==> config.mk <==
export PLATFORM = sky130hd
export DESIGN_NAME = spinning_box_projection_unit_flat
export DESIGN_NICKNAME = d
export VERILOG_FILES = /design/src/rtl/core/sbp_pkg.sv /design/src/rtl/core/sbp_stream_if.sv /design/src/rtl/core/spinning_box_projection_unit.sv /design/src/rtl/core/sbp_divider.sv /design/src/flat_wrapper.sv
export SDC_FILE = /design/constraint.sdc
export NUM_CORES = 2
export LEC_CHECK = 0
export ABC_AREA = 1
export BUFFER_PORTS_ARGS = -buffer_cell sky130_fd_sc_hd__buf_2
export CAP_MARGIN = 20
export CORE_UTILIZATION = 35
export DETAILED_ROUTE_END_ITERATION = 8
export PLACE_DENSITY = 0.58
export SLEW_MARGIN = 20
export SYNTH_ARGS = -nofsm -noshare
export SYNTH_HDL_FRONTEND = slang
export SYNTH_HIERARCHICAL = 1
export SYNTH_SLANG_ARGS = --single-unit
==> constraint.sdc <==
create_clock -name clk_i -period 13.75 [get_ports clk_i]
set_clock_uncertainty 0.05 [all_clocks]
set_input_delay 0 -clock clk_i [delete_from_list [all_inputs] [get_ports clk_i]]
set_output_delay 0 -clock clk_i [all_outputs]
set_load 0.02 [all_outputs]
==> src/rtl/core/sbp_pkg.sv <==
// ----------------------------------------------------------------------------
// sbp_pkg
// Shared types and constants of the spinning box projection unit.
// ----------------------------------------------------------------------------
package sbp_pkg;

  localparam int CoordW   = 16;
  localparam int ShiftW   = 5;
  localparam int CfgIdxW  = 3;
  localparam int CfgDataW = 24;
  localparam int CmdCount = 24;
  localparam int CmdW     = 5;

  // register map of the configuration port
  typedef enum logic [CfgIdxW-1:0] {
    CFG_EYE_DISTANCE    = 3'd0,
    CFG_DEPTH_NUMERATOR = 3'd1,
    CFG_PROJ_SHIFT      = 3'd2,
    CFG_CENTER_X        = 3'd3,
    CFG_CENTER_Y        = 3'd4
  } cfg_idx_e;

  localparam logic [15:0] EyeDistanceRst    = 16'd1600;
  localparam logic [23:0] DepthNumeratorRst = 24'd204800;
  localparam logic [3:0]  ProjShiftRst      = 4'd10;
  localparam logic [11:0] CenterXRst        = 12'd512;
  localparam logic [11:0] CenterYRst        = 12'd400;
  localparam logic [63:0] RotStartInt       = 64'd200;

  // edge groups of the command sequence
  localparam logic [1:0] GrpVertical = 2'd0;
  localparam logic [1:0] GrpTop      = 2'd1;

  typedef struct packed {
    logic busy;
    logic done;
  } div_status_t;

endpackage

==> src/rtl/core/sbp_stream_if.sv <==
// ----------------------------------------------------------------------------
// sbp stream interfaces
// Valid/ready channels for the tick input and the line command output.
// ----------------------------------------------------------------------------
interface sbp_in_if;
  logic       valid;
  logic       ready;
  logic [4:0] rotate_shift;

  modport source (output valid, output rotate_shift, input ready);
  modport sink   (input valid, input rotate_shift, output ready);
endinterface

interface sbp_out_if;
  logic               valid;
  logic               ready;
  logic signed [15:0] start_x;
  logic signed [15:0] start_y;
  logic signed [15:0] end_x;
  logic signed [15:0] end_y;
  logic               draw_set;
  logic               last;

  modport source (output valid, output start_x, output start_y, output end_x,
                  output end_y, output draw_set, output last, input ready);
  modport sink   (input valid, input start_x, input start_y, input end_x,
                  input end_y, input draw_set, input last, output ready);
endinterface

==> src/rtl/core/spinning_box_projection_unit.sv <==
// ----------------------------------------------------------------------------
// spinning_box_projection_unit
// Rotating box projected in perspective, emitted as erase/draw line commands.
// ----------------------------------------------------------------------------
//  channel   dir  payload                                        handshake
//  in_if     in   rotate_shift                                   valid/ready
//  out_if    out  start_x start_y end_x end_y draw_set last      valid/ready
//  cfg       in   cfg_idx_i cfg_wdata_i                          cfg_we_i
//
//  the shared one-bit-per-cycle divider, NumW = max(47 - F, 24) bits wide with
//  F = FRACTION_BITS, runs up to eight times per tick, two divisions per corner;
//  a corner with a divisor that is not positive skips its two divisions.
//  the 24 commands leave through one output register, one per cycle when the
//  sink is ready; a stalled sink holds the sequencer in its emit phase.
//  in_if.ready is high only between ticks; reset is asynchronous, active low.
// ----------------------------------------------------------------------------
module spinning_box_projection_unit
  import sbp_pkg::*;
#(
  parameter int FRACTION_BITS = 16
) (
  input  logic                clk_i,
  input  logic                rst_ni,
  input  logic                cfg_we_i,
  input  logic [CfgIdxW-1:0]  cfg_idx_i,
  input  logic [CfgDataW-1:0] cfg_wdata_i,
  sbp_in_if.sink              in_if,
  sbp_out_if.source           out_if
);

  localparam int IntW = 33 - FRACTION_BITS;
  localparam int DivW = ((IntW > 17) ? IntW : 17) + 1;
  localparam int DenW = DivW - 1;
  localparam int NumW = ((IntW + 14) > 24) ? (IntW + 14) : 24;
  localparam logic [31:0] RotInit = 32'(RotStartInt << FRACTION_BITS);

  typedef enum logic [2:0] {
    ST_IDLE,
    ST_SETUP,
    ST_WAIT_X,
    ST_WAIT_Y,
    ST_EMIT,
    ST_STEP_X,
    ST_STEP_Y
  } state_e;

  // configuration registers
  logic [15:0] eye_q;
  logic [23:0] depth_q;
  logic [3:0]  pshift_q;
  logic [11:0] cx_q, cy_q;

  always_ff @(posedge clk_i or negedge rst_ni) begin
    if (!rst_ni) begin
      eye_q    <= EyeDistanceRst;
      depth_q  <= DepthNumeratorRst;
      pshift_q <= ProjShiftRst;
      cx_q     <= CenterXRst;
      cy_q     <= CenterYRst;
    end else if (cfg_we_i) begin
      case (cfg_idx_i)
        CFG_EYE_DISTANCE:    eye_q    <= cfg_wdata_i[15:0];
        CFG_DEPTH_NUMERATOR: depth_q  <= cfg_wdata_i;
        CFG_PROJ_SHIFT:      pshift_q <= cfg_wdata_i[3:0];
        CFG_CENTER_X:        cx_q     <= cfg_wdata_i[11:0];
        CFG_CENTER_Y:        cy_q     <= cfg_wdata_i[11:0];
        default: ;
      endcase
    end
  end

  state_e                   state_q;
  logic [31:0]              rot_x_q, rot_y_q;
  logic [ShiftW-1:0]        s_q;
  logic signed [IntW-1:0]   a_q, b_q;
  logic [1:0]               c_q;
  logic                     uneg_q;
  logic [CmdW-1:0]          k_q;
  logic [CoordW-1:0]        prev_x_q [4];
  logic [CoordW-1:0]        prev_y_q [4];
  logic [CoordW-1:0]        new_x_q  [4];
  logic [CoordW-1:0]        new_y_q  [4];
  logic                     ov_q, oset_q, olast_q;
  logic [CoordW-1:0]        osx_q, osy_q, oex_q, oey_q;

  // corner selection and divisor
  logic signed [IntW-1:0] u_sel, v_sel, u_abs;
  logic signed [DivW-1:0] denom_s;
  logic                   div_pos;
  logic [NumW-1:0]        num_x, num_y;

  always_comb begin
    case (c_q)
      2'd0:    begin u_sel = a_q;  v_sel = b_q;  end
      2'd1:    begin u_sel = b_q;  v_sel = -a_q; end
      2'd2:    begin u_sel = -a_q; v_sel = -b_q; end
      default: begin u_sel = -b_q; v_sel = a_q;  end
    endcase
  end

  assign denom_s = $signed(DivW'(eye_q)) + DivW'(v_sel);
  assign div_pos = !denom_s[DivW-1] && (denom_s != '0);
  assign u_abs   = u_sel[IntW-1] ? -u_sel : u_sel;
  assign num_x   = NumW'(u_abs[IntW-2:0]) << pshift_q;
  assign num_y   = NumW'(depth_q);

  // shared divider
  logic              div_start;
  logic [NumW-1:0]   div_numer;
  logic [CoordW-1:0] div_quot;
  div_status_t       div_stat;

  assign div_start = ((state_q == ST_SETUP) && div_pos) ||
                     ((state_q == ST_WAIT_X) && div_stat.done);
  assign div_numer = (state_q == ST_SETUP) ? num_x : num_y;

  sbp_divider #(
    .NUM_W (NumW),
    .DEN_W (DenW)
  ) u_divider (
    .clk_i    (clk_i),
    .rst_ni   (rst_ni),
    .start_i  (div_start),
    .numer_i  (div_numer),
    .denom_i  (denom_s[DenW-1:0]),
    .quot_o   (div_quot),
    .status_o (div_stat)
  );

  // line command for index k; corners rotate so corner i sits at 0, i+1 at 1
  logic [1:0]        grp;
  logic [CoordW-1:0] x0, y0, x1, y1, sx, sy, ex, ey;

  assign grp = k_q[4:3];

  always_comb begin
    x0 = k_q[0] ? new_x_q[0] : prev_x_q[0];
    y0 = k_q[0] ? new_y_q[0] : prev_y_q[0];
    x1 = k_q[0] ? new_x_q[1] : prev_x_q[1];
    y1 = k_q[0] ? new_y_q[1] : prev_y_q[1];
    sx = x0;
    sy = (grp == GrpVertical || grp == GrpTop) ? y0 : -y0;
    case (grp)
      GrpVertical: begin ex = x0; ey = -y0; end
      GrpTop:      begin ex = x1; ey = y1;  end
      default:     begin ex = x1; ey = -y1; end
    endcase
  end

  logic [31:0] step_y, step_x;
  assign step_y = 32'($signed(rot_y_q) >>> s_q);
  assign step_x = 32'($signed(rot_x_q) >>> s_q);

  always_ff @(posedge clk_i or negedge rst_ni) begin
    if (!rst_ni) begin
      state_q <= ST_IDLE;
      rot_x_q <= -RotInit;
      rot_y_q <= RotInit;
      s_q     <= '0;
      a_q     <= '0;
      b_q     <= '0;
      c_q     <= '0;
      uneg_q  <= 1'b0;
      k_q     <= '0;
      ov_q    <= 1'b0;
      oset_q  <= 1'b0;
      olast_q <= 1'b0;
      osx_q   <= '0;
      osy_q   <= '0;
      oex_q   <= '0;
      oey_q   <= '0;
      for (int i = 0; i < 4; i++) begin
        prev_x_q[i] <= '0;
        prev_y_q[i] <= '0;
        new_x_q[i]  <= '0;
        new_y_q[i]  <= '0;
      end
    end else begin
      // in the emit phase a free output register is always refilled
      if (out_if.ready && state_q != ST_EMIT) begin
        ov_q <= 1'b0;
      end
      case (state_q)
        ST_IDLE: begin
          if (in_if.valid) begin
            s_q     <= in_if.rotate_shift;
            a_q     <= IntW'($signed(rot_x_q) >>> FRACTION_BITS);
            b_q     <= IntW'($signed(rot_y_q) >>> FRACTION_BITS);
            c_q     <= '0;
            state_q <= ST_SETUP;
          end
        end
        ST_SETUP: begin
          uneg_q <= u_sel[IntW-1];
          if (div_pos) begin
            state_q <= ST_WAIT_X;
          end else begin
            // divisor not positive: both coordinates are zero
            new_x_q[c_q] <= '0;
            new_y_q[c_q] <= '0;
            c_q          <= c_q + 2'd1;
            if (c_q == 2'd3) begin
              k_q     <= '0;
              state_q <= ST_EMIT;
            end
          end
        end
        ST_WAIT_X: begin
          if (div_stat.done) begin
            new_x_q[c_q] <= uneg_q ? -div_quot : div_quot;
            state_q      <= ST_WAIT_Y;
          end
        end
        ST_WAIT_Y: begin
          if (div_stat.done) begin
            new_y_q[c_q] <= div_quot;
            c_q          <= c_q + 2'd1;
            if (c_q == 2'd3) begin
              k_q     <= '0;
              state_q <= ST_EMIT;
            end else begin
              state_q <= ST_SETUP;
            end
          end
        end
        ST_EMIT: begin
          if (!ov_q || out_if.ready) begin
            ov_q    <= 1'b1;
            osx_q   <= CoordW'(cx_q) + sx;
            osy_q   <= CoordW'(cy_q) + sy;
            oex_q   <= CoordW'(cx_q) + ex;
            oey_q   <= CoordW'(cy_q) + ey;
            oset_q  <= k_q[0];
            olast_q <= (k_q == CmdW'(CmdCount - 1));
            k_q     <= k_q + CmdW'(1);
            if (k_q[0]) begin
              for (int i = 0; i < 4; i++) begin
                prev_x_q[i] <= prev_x_q[(i + 1) % 4];
                prev_y_q[i] <= prev_y_q[(i + 1) % 4];
                new_x_q[i]  <= new_x_q[(i + 1) % 4];
                new_y_q[i]  <= new_y_q[(i + 1) % 4];
              end
            end
            if (k_q == CmdW'(CmdCount - 1)) begin
              state_q <= ST_STEP_X;
            end
          end
        end
        ST_STEP_X: begin
          for (int i = 0; i < 4; i++) begin
            prev_x_q[i] <= new_x_q[i];
            prev_y_q[i] <= new_y_q[i];
          end
          rot_x_q <= rot_x_q - step_y;
          state_q <= ST_STEP_Y;
        end
        ST_STEP_Y: begin
          rot_y_q <= rot_y_q + step_x;
          state_q <= ST_IDLE;
        end
        default: state_q <= ST_IDLE;
      endcase
    end
  end

  assign in_if.ready     = (state_q == ST_IDLE);
  assign out_if.valid    = ov_q;
  assign out_if.start_x  = $signed(osx_q);
  assign out_if.start_y  = $signed(osy_q);
  assign out_if.end_x    = $signed(oex_q);
  assign out_if.end_y    = $signed(oey_q);
  assign out_if.draw_set = oset_q;
  assign out_if.last     = olast_q;

  a_accept_starts : assert property (@(posedge clk_i) disable iff (!rst_ni)
    in_if.valid && in_if.ready |=> state_q == ST_SETUP)
    else $error("accepted tick did not start projection");

  a_start_when_free : assert property (@(posedge clk_i) disable iff (!rst_ni)
    div_start |-> !div_stat.busy)
    else $error("divider started while busy");

  a_done_expected : assert property (@(posedge clk_i) disable iff (!rst_ni)
    div_stat.done |-> state_q == ST_WAIT_X || state_q == ST_WAIT_Y)
    else $error("divider result with no one waiting");

  a_idle_div_free : assert property (@(posedge clk_i) disable iff (!rst_ni)
    in_if.ready |-> !div_stat.busy)
    else $error("ready while a division runs");

  a_last_ends_emit : assert property (@(posedge clk_i) disable iff (!rst_ni)
    state_q == ST_EMIT && (!ov_q || out_if.ready) && k_q == CmdW'(CmdCount - 1)
    |=> ov_q && olast_q && state_q == ST_STEP_X)
    else $error("last command not flagged");

endmodule

==> src/rtl/core/sbp_divider.sv <==
// ----------------------------------------------------------------------------
// sbp_divider
// Restoring unsigned divider, one quotient bit per cycle, low 16 bits kept.
// ----------------------------------------------------------------------------
module sbp_divider
  import sbp_pkg::*;
#(
  parameter int NUM_W = 31,
  parameter int DEN_W = 18
) (
  input  logic              clk_i,
  input  logic              rst_ni,
  input  logic              start_i,
  input  logic [NUM_W-1:0]  numer_i,
  input  logic [DEN_W-1:0]  denom_i,
  output logic [CoordW-1:0] quot_o,
  output div_status_t       status_o
);

  localparam int CntW = $clog2(NUM_W + 1);

  logic              busy_q, done_q;
  logic [CntW-1:0]   cnt_q;
  logic [NUM_W-1:0]  num_q;
  logic [DEN_W-1:0]  den_q, rem_q;
  logic [CoordW-1:0] quo_q;
  logic [DEN_W:0]    trial, diff;
  logic              qbit;

  assign trial = {rem_q, num_q[NUM_W-1]};
  assign diff  = trial - {1'b0, den_q};
  assign qbit  = (trial >= {1'b0, den_q});

  always_ff @(posedge clk_i or negedge rst_ni) begin
    if (!rst_ni) begin
      busy_q <= 1'b0;
      done_q <= 1'b0;
      cnt_q  <= '0;
    end else begin
      done_q <= 1'b0;
      if (busy_q) begin
        cnt_q <= cnt_q - CntW'(1);
        if (cnt_q == CntW'(1)) begin
          busy_q <= 1'b0;
          done_q <= 1'b1;
        end
      end else if (start_i) begin
        busy_q <= 1'b1;
        cnt_q  <= CntW'(NUM_W);
      end
    end
  end

  always_ff @(posedge clk_i) begin
    if (busy_q) begin
      rem_q <= qbit ? diff[DEN_W-1:0] : trial[DEN_W-1:0];
      num_q <= num_q << 1;
      quo_q <= {quo_q[CoordW-2:0], qbit};
    end else if (start_i) begin
      rem_q <= '0;
      num_q <= numer_i;
      den_q <= denom_i;
    end
  end

  assign quot_o   = quo_q;
  assign status_o = '{busy: busy_q, done: done_q};

  a_start_runs : assert property (@(posedge clk_i) disable iff (!rst_ni)
    start_i && !busy_q |=> busy_q)
    else $error("divider did not start");

  a_done_after_busy : assert property (@(posedge clk_i) disable iff (!rst_ni)
    done_q |-> !busy_q && $past(busy_q))
    else $error("divider done without a run");

  a_rem_below_den : assert property (@(posedge clk_i) disable iff (!rst_ni)
    busy_q |-> rem_q < den_q)
    else $error("divider remainder out of range");

endmodule

==> src/flat_wrapper.sv <==
// flat-port wrapper written by rule: the top's interface ports become plain ports
module spinning_box_projection_unit_flat import sbp_pkg::*;
#(
  parameter int FRACTION_BITS = 16
)
  (clk_i, rst_ni, cfg_we_i, cfg_idx_i, cfg_wdata_i, in_if_valid, in_if_rotate_shift, in_if_ready, out_if_valid, out_if_start_x, out_if_start_y, out_if_end_x, out_if_end_y, out_if_draw_set, out_if_last, out_if_ready);
  sbp_in_if in_if_i ();
  sbp_out_if out_if_i ();
  input  logic clk_i;
  input  logic rst_ni;
  input  logic cfg_we_i;
  input  logic [CfgIdxW-1:0] cfg_idx_i;
  input  logic [CfgDataW-1:0] cfg_wdata_i;
  input wire logic [$bits(in_if_i.valid)-1:0] in_if_valid;
  input wire logic [$bits(in_if_i.rotate_shift)-1:0] in_if_rotate_shift;
  output wire logic [$bits(in_if_i.ready)-1:0] in_if_ready;
  output wire logic [$bits(out_if_i.valid)-1:0] out_if_valid;
  output wire logic [$bits(out_if_i.start_x)-1:0] out_if_start_x;
  output wire logic [$bits(out_if_i.start_y)-1:0] out_if_start_y;
  output wire logic [$bits(out_if_i.end_x)-1:0] out_if_end_x;
  output wire logic [$bits(out_if_i.end_y)-1:0] out_if_end_y;
  output wire logic [$bits(out_if_i.draw_set)-1:0] out_if_draw_set;
  output wire logic [$bits(out_if_i.last)-1:0] out_if_last;
  input wire logic [$bits(out_if_i.ready)-1:0] out_if_ready;
  assign in_if_i.valid = in_if_valid;
  assign in_if_i.rotate_shift = in_if_rotate_shift;
  assign in_if_ready = in_if_i.ready;
  assign out_if_valid = out_if_i.valid;
  assign out_if_start_x = out_if_i.start_x;
  assign out_if_start_y = out_if_i.start_y;
  assign out_if_end_x = out_if_i.end_x;
  assign out_if_end_y = out_if_i.end_y;
  assign out_if_draw_set = out_if_i.draw_set;
  assign out_if_last = out_if_i.last;
  assign out_if_i.ready = out_if_ready;
  spinning_box_projection_unit #(.FRACTION_BITS(FRACTION_BITS)) u_core (.clk_i(clk_i), .rst_ni(rst_ni), .cfg_we_i(cfg_we_i), .cfg_idx_i(cfg_idx_i), .cfg_wdata_i(cfg_wdata_i), .in_if(in_if_i), .out_if(out_if_i));
endmodule
==> results by stage <==
Synth:
- After synthesis the cells add up to 41500 sq um.
- For this run, the number of Yosys warnings is 6.
- Counting every net in the synthesized netlist gives 6069.
- After technology mapping, the gate count stands at 5867.
- The average size of a mapped cell is 7.08 sq um.

Finish:
- 0 antenna diodes ended up in the layout.
- The area growth from synthesis to layout is 11.1%.
- Counting the fill cells in the layout gives 12300.
- Of the cells placed in the final design, the portion with a size suffix greater than 1 is 7.52%.
- The net count of the finished layout is 6043.

Route:
- The detailed-router iteration count before antenna repair is 6.
- After detailed routing, the average wire length per cell comes to 18.1 um.
- For this run, design rule violations remaining after detail routing come to 0.
- The total via count in the routed design is around 40000.
- The total detailed-routing wirelength is 135000 um.
- After the first detailed-routing iteration, the DRC count stood at 3392.
- The detail route stage leaves a number of antenna-violating nets equal to 0.
- In the routed layout, each cell is associated on average with a via count of 5.32.

STA:
- The aggregate negative setup slack is 0 ns.
- The worst slew margin relative to its limit is 26.8%.
- Of the available clock period, the critical path in the final layout requires ~40%.
- The count of endpoints failing hold in the final timing report is 0.
- Setup violations remaining at the end of the flow were counted as 0.
- The number of max-slew violations in the final report is 0.
- The maximum operating frequency is 0.182 GHz.
- The final critical-path required period is 5.48 ns.
- Setup repair after global routing left no endpoint under its margin.
- The slew at the pin with the worst max-slew slack is 1.10 ns.

GRT:
- Summed over all layers, the global routing overflow is 0.
- The via count of the first global-routing pass is ~37000.
- The pin count of the biggest net entering global routing is about 150.
- The initial antenna violation count came to 2.
- The first global-routing pass estimated around 210000 um of wire.
- The total routing resource utilization after global routing is 22.1%.

Die:
- The number of placement rows is 126.
- The starting density of the core is 35.2%.
- From left edge to right edge, the die measures 347 um.
- After floorplanning, the core was sized to cover 118000 sq um.
- The floorplan step set the die height to 347 um.
- The number of I/O pins is 105.
- The die area is 120000 sq um.

Placed design:
- The routability congestion estimate from global placement is ~0.94.
- Input and output buffers added on the ports amount to 104.
- Detailed placement ended at an HPWL of 95900 um.

Worst setup path:
- At the worst endpoint, the required time is ~14 ns.
- Data on the critical path arrives at its endpoint at roughly 5.6 ns.
- In this design, the stage delay of the slowest critical-path cell is slightly below 0.8 ns.
- The slack of the worst reg-to-reg path is 8.27 ns.
- The type of the setup path with the least slack is reg -> reg.
- The critical path's slowest cell is clkinv_2.
- The startpoint type of the worst setup path is a flip-flop.
- Of all nets on the critical path, the largest fanout is 48.
- In this design, the largest share of critical-path delay is due to simple AND/OR/NAND/NOR gates.
- Among the stages of the critical path, the cell type that occurs most often is nor2_1.
- The critical path goes through nor2_1 -> nand2_1 -> nor2_1 -> nand3_1 -> nor2_1 -> xor2_1 -> o221ai_1 -> nand2_1 -> inv_1 -> ha_1 -> inv_1 -> nor3_1 -> inv_1 -> nor3_1 -> a21oi_1 -> xor2_2 -> nor2_1 -> nand3_2 -> nand3_4 -> o21ai_0 -> nor2_1 -> clkinv_2.
- STA classifies the critical path endpoint as a flip-flop.
- The critical path contains buffers and inverters numbering 4 combined.

Clock network:
- The clock tree from TritonCTS is built.
- The total number of H-tree levels is 3.
- CTS saw 591 sinks.
- The clock input transition at the sequential cells of the worst setup and hold paths is ~0.06 ns.
- For this design, the CTS-stage hold fixing added 45 buffers.
- The post-cts repair resize count is 0.
- The buffer count from post-CTS setup fixing is 0.
- The clock insertion delay at the later pin of the skew report is 0.69 ns.
- Buffers inserted during clock tree synthesis total 76.
- The cell sitting at the root of the clock tree is a clkbuf_16.
- The buffer depth of the longest clock path is 3.

Worst hold path:
- The type of the worst min-delay path is in -> reg.

Power and ir drop:
- The peak supply drop is 0.160 mV.
- The cell area power density is 273 nW/um^2.
- The total design power is about 13000 uW.
- The leakage component of the power is about 0.021 uW.

Flow run:
- The tool flagged a number of max-cap violations equal to 0.

Outcome:
- The flow ran to the end, and the final reports show no timing, DRC or antenna violations.
[report_power, final]
group	internal [uW]	leakage (uW)	switching, uW
sequential	2520	0.00694	588
clock	1170	0.00126	862
combinational	2450	0.0131	5020
total	6140	0.0213	6470
[final timing paths]
| check | cells after the start | end | start |
|---|---|---|---|
| max in group asynchronous | 5 | u_core/rot_x_q[11]$_DFFE_PN0P_ | rst_ni |
| setup reg to reg | 22 | u_core/u_divider/num_q[27]$_DFFE_PP_ | u_core/a_q[2]$_DFFE_PN0P_ |
| hold reg to reg | 0 | u_core/u_divider/quot_o[12]$_DFFE_PP_ | u_core/u_divider/quot_o[11]$_DFFE_PP_ |
| setup / recovery | 22 | u_core/u_divider/num_q[27]$_DFFE_PP_ | u_core/a_q[2]$_DFFE_PN0P_ |
| hold / removal | 3 | u_core/depth_q[22]$_DFFE_PN0P_ | cfg_wdata_i[22] |
| min in group asynchronous | 3 | u_core/pshift_q[1]$_DFFE_PN1P_ | rst_ni |
[registers in the layout (all words and copies together) (netlist names), 17 cells and up]
signal / flops
u_core/rot_x_q: 32
u_core/new_x_q: 64
u_core/u_divider/num_q: 31
u_core/u_divider/rem_q: 17
u_core/rot_y_q: 32
u_core/prev_y_q: 64
u_core/prev_x_q: 64
u_core/u_divider/den_q: 17
u_core/new_y_q: 64
u_core/depth_q: 24
[worst register-to-register path: cells and delay by family (launching register included)]
kind / cells / cell delay, ns
and+or+nand+nor: 12 / 2.23
DFF: 1 / 0.46
AOI/OAI and AO/OA: 3 / 0.46
xor gates and xnor gates: 2 / 0.41
adders and majority gates: 1 / 0.33
buffers and inverters: 4 / 1.00
[final cells by class]
cell class                      count  area (sq um)  share of cell area, %
Clock inverter                     37           408                  0.884
Inverter                          594          2240                   4.86
Tap cell                         1536          1920                   4.17
Multi-Input combinational cell   4375         22700                   49.2
Clock buffer                      102          2170                   4.71
Sequential cell                   591         15200                   33.0
Timing Repair Buffer              203          1450                   3.14
[cell usage in the layout (no fill, tap or decap), drive strengths merged, types with 5 or more instances in the layout]
cell type and n:
nand2 1599, o21ai 782, inv 589, dfrtp 484
nor2 482, nand3 412, a21oi 282, buf 159
ha 157, a31oi 123, clkbuf 102, edfxtp 80
xor2 78, o211ai 59, dlygate4sd3 44, xnor2 40
o22ai 38, clkinv 37, mux2i 30, a22o 30
o221ai 29, nor3 27, a22oi 26, dfstp 26
a221oi 24, o32ai 21, nand4 21, o21a 17
or2 14, o21bai 14, a21boi 12, a21o 10
nand3b 8, mux2 8, fa 8, a211oi 6
nor4 5
[metrics by stage]
stage	std cells	setup WS, ns	hold slack [ns]	instance area (sq um)	util (%)
after floorplan	5867	8.82	-0.346	41500	-
after global placement	7252	8.40	-0.0218	43000	36.5
after detailed placement	7253	8.39	-0.0262	43100	36.5
after CTS	7437	8.39	0.0158	46100	39.1
after global routing	7438	7.72	0.0466	46100	39.1
final	7438	8.27	0.0547	46100	39.1
[layer usage]
layer / vias up / share of wire, % / routed length (um) / track usage [%]
met1: 18600 / 45 / 60800 / 30.1
met3: 205 / 5.5 / 7370 / 3.12
li1: 19600 / - / - / -
met5: - / 0 / 0 / 0
met2: 1094 / 46 / 61700 / 35.5
met4: 0 / 3.6 / 4870 / 7.85
Power figures use the tool's default switching activity.
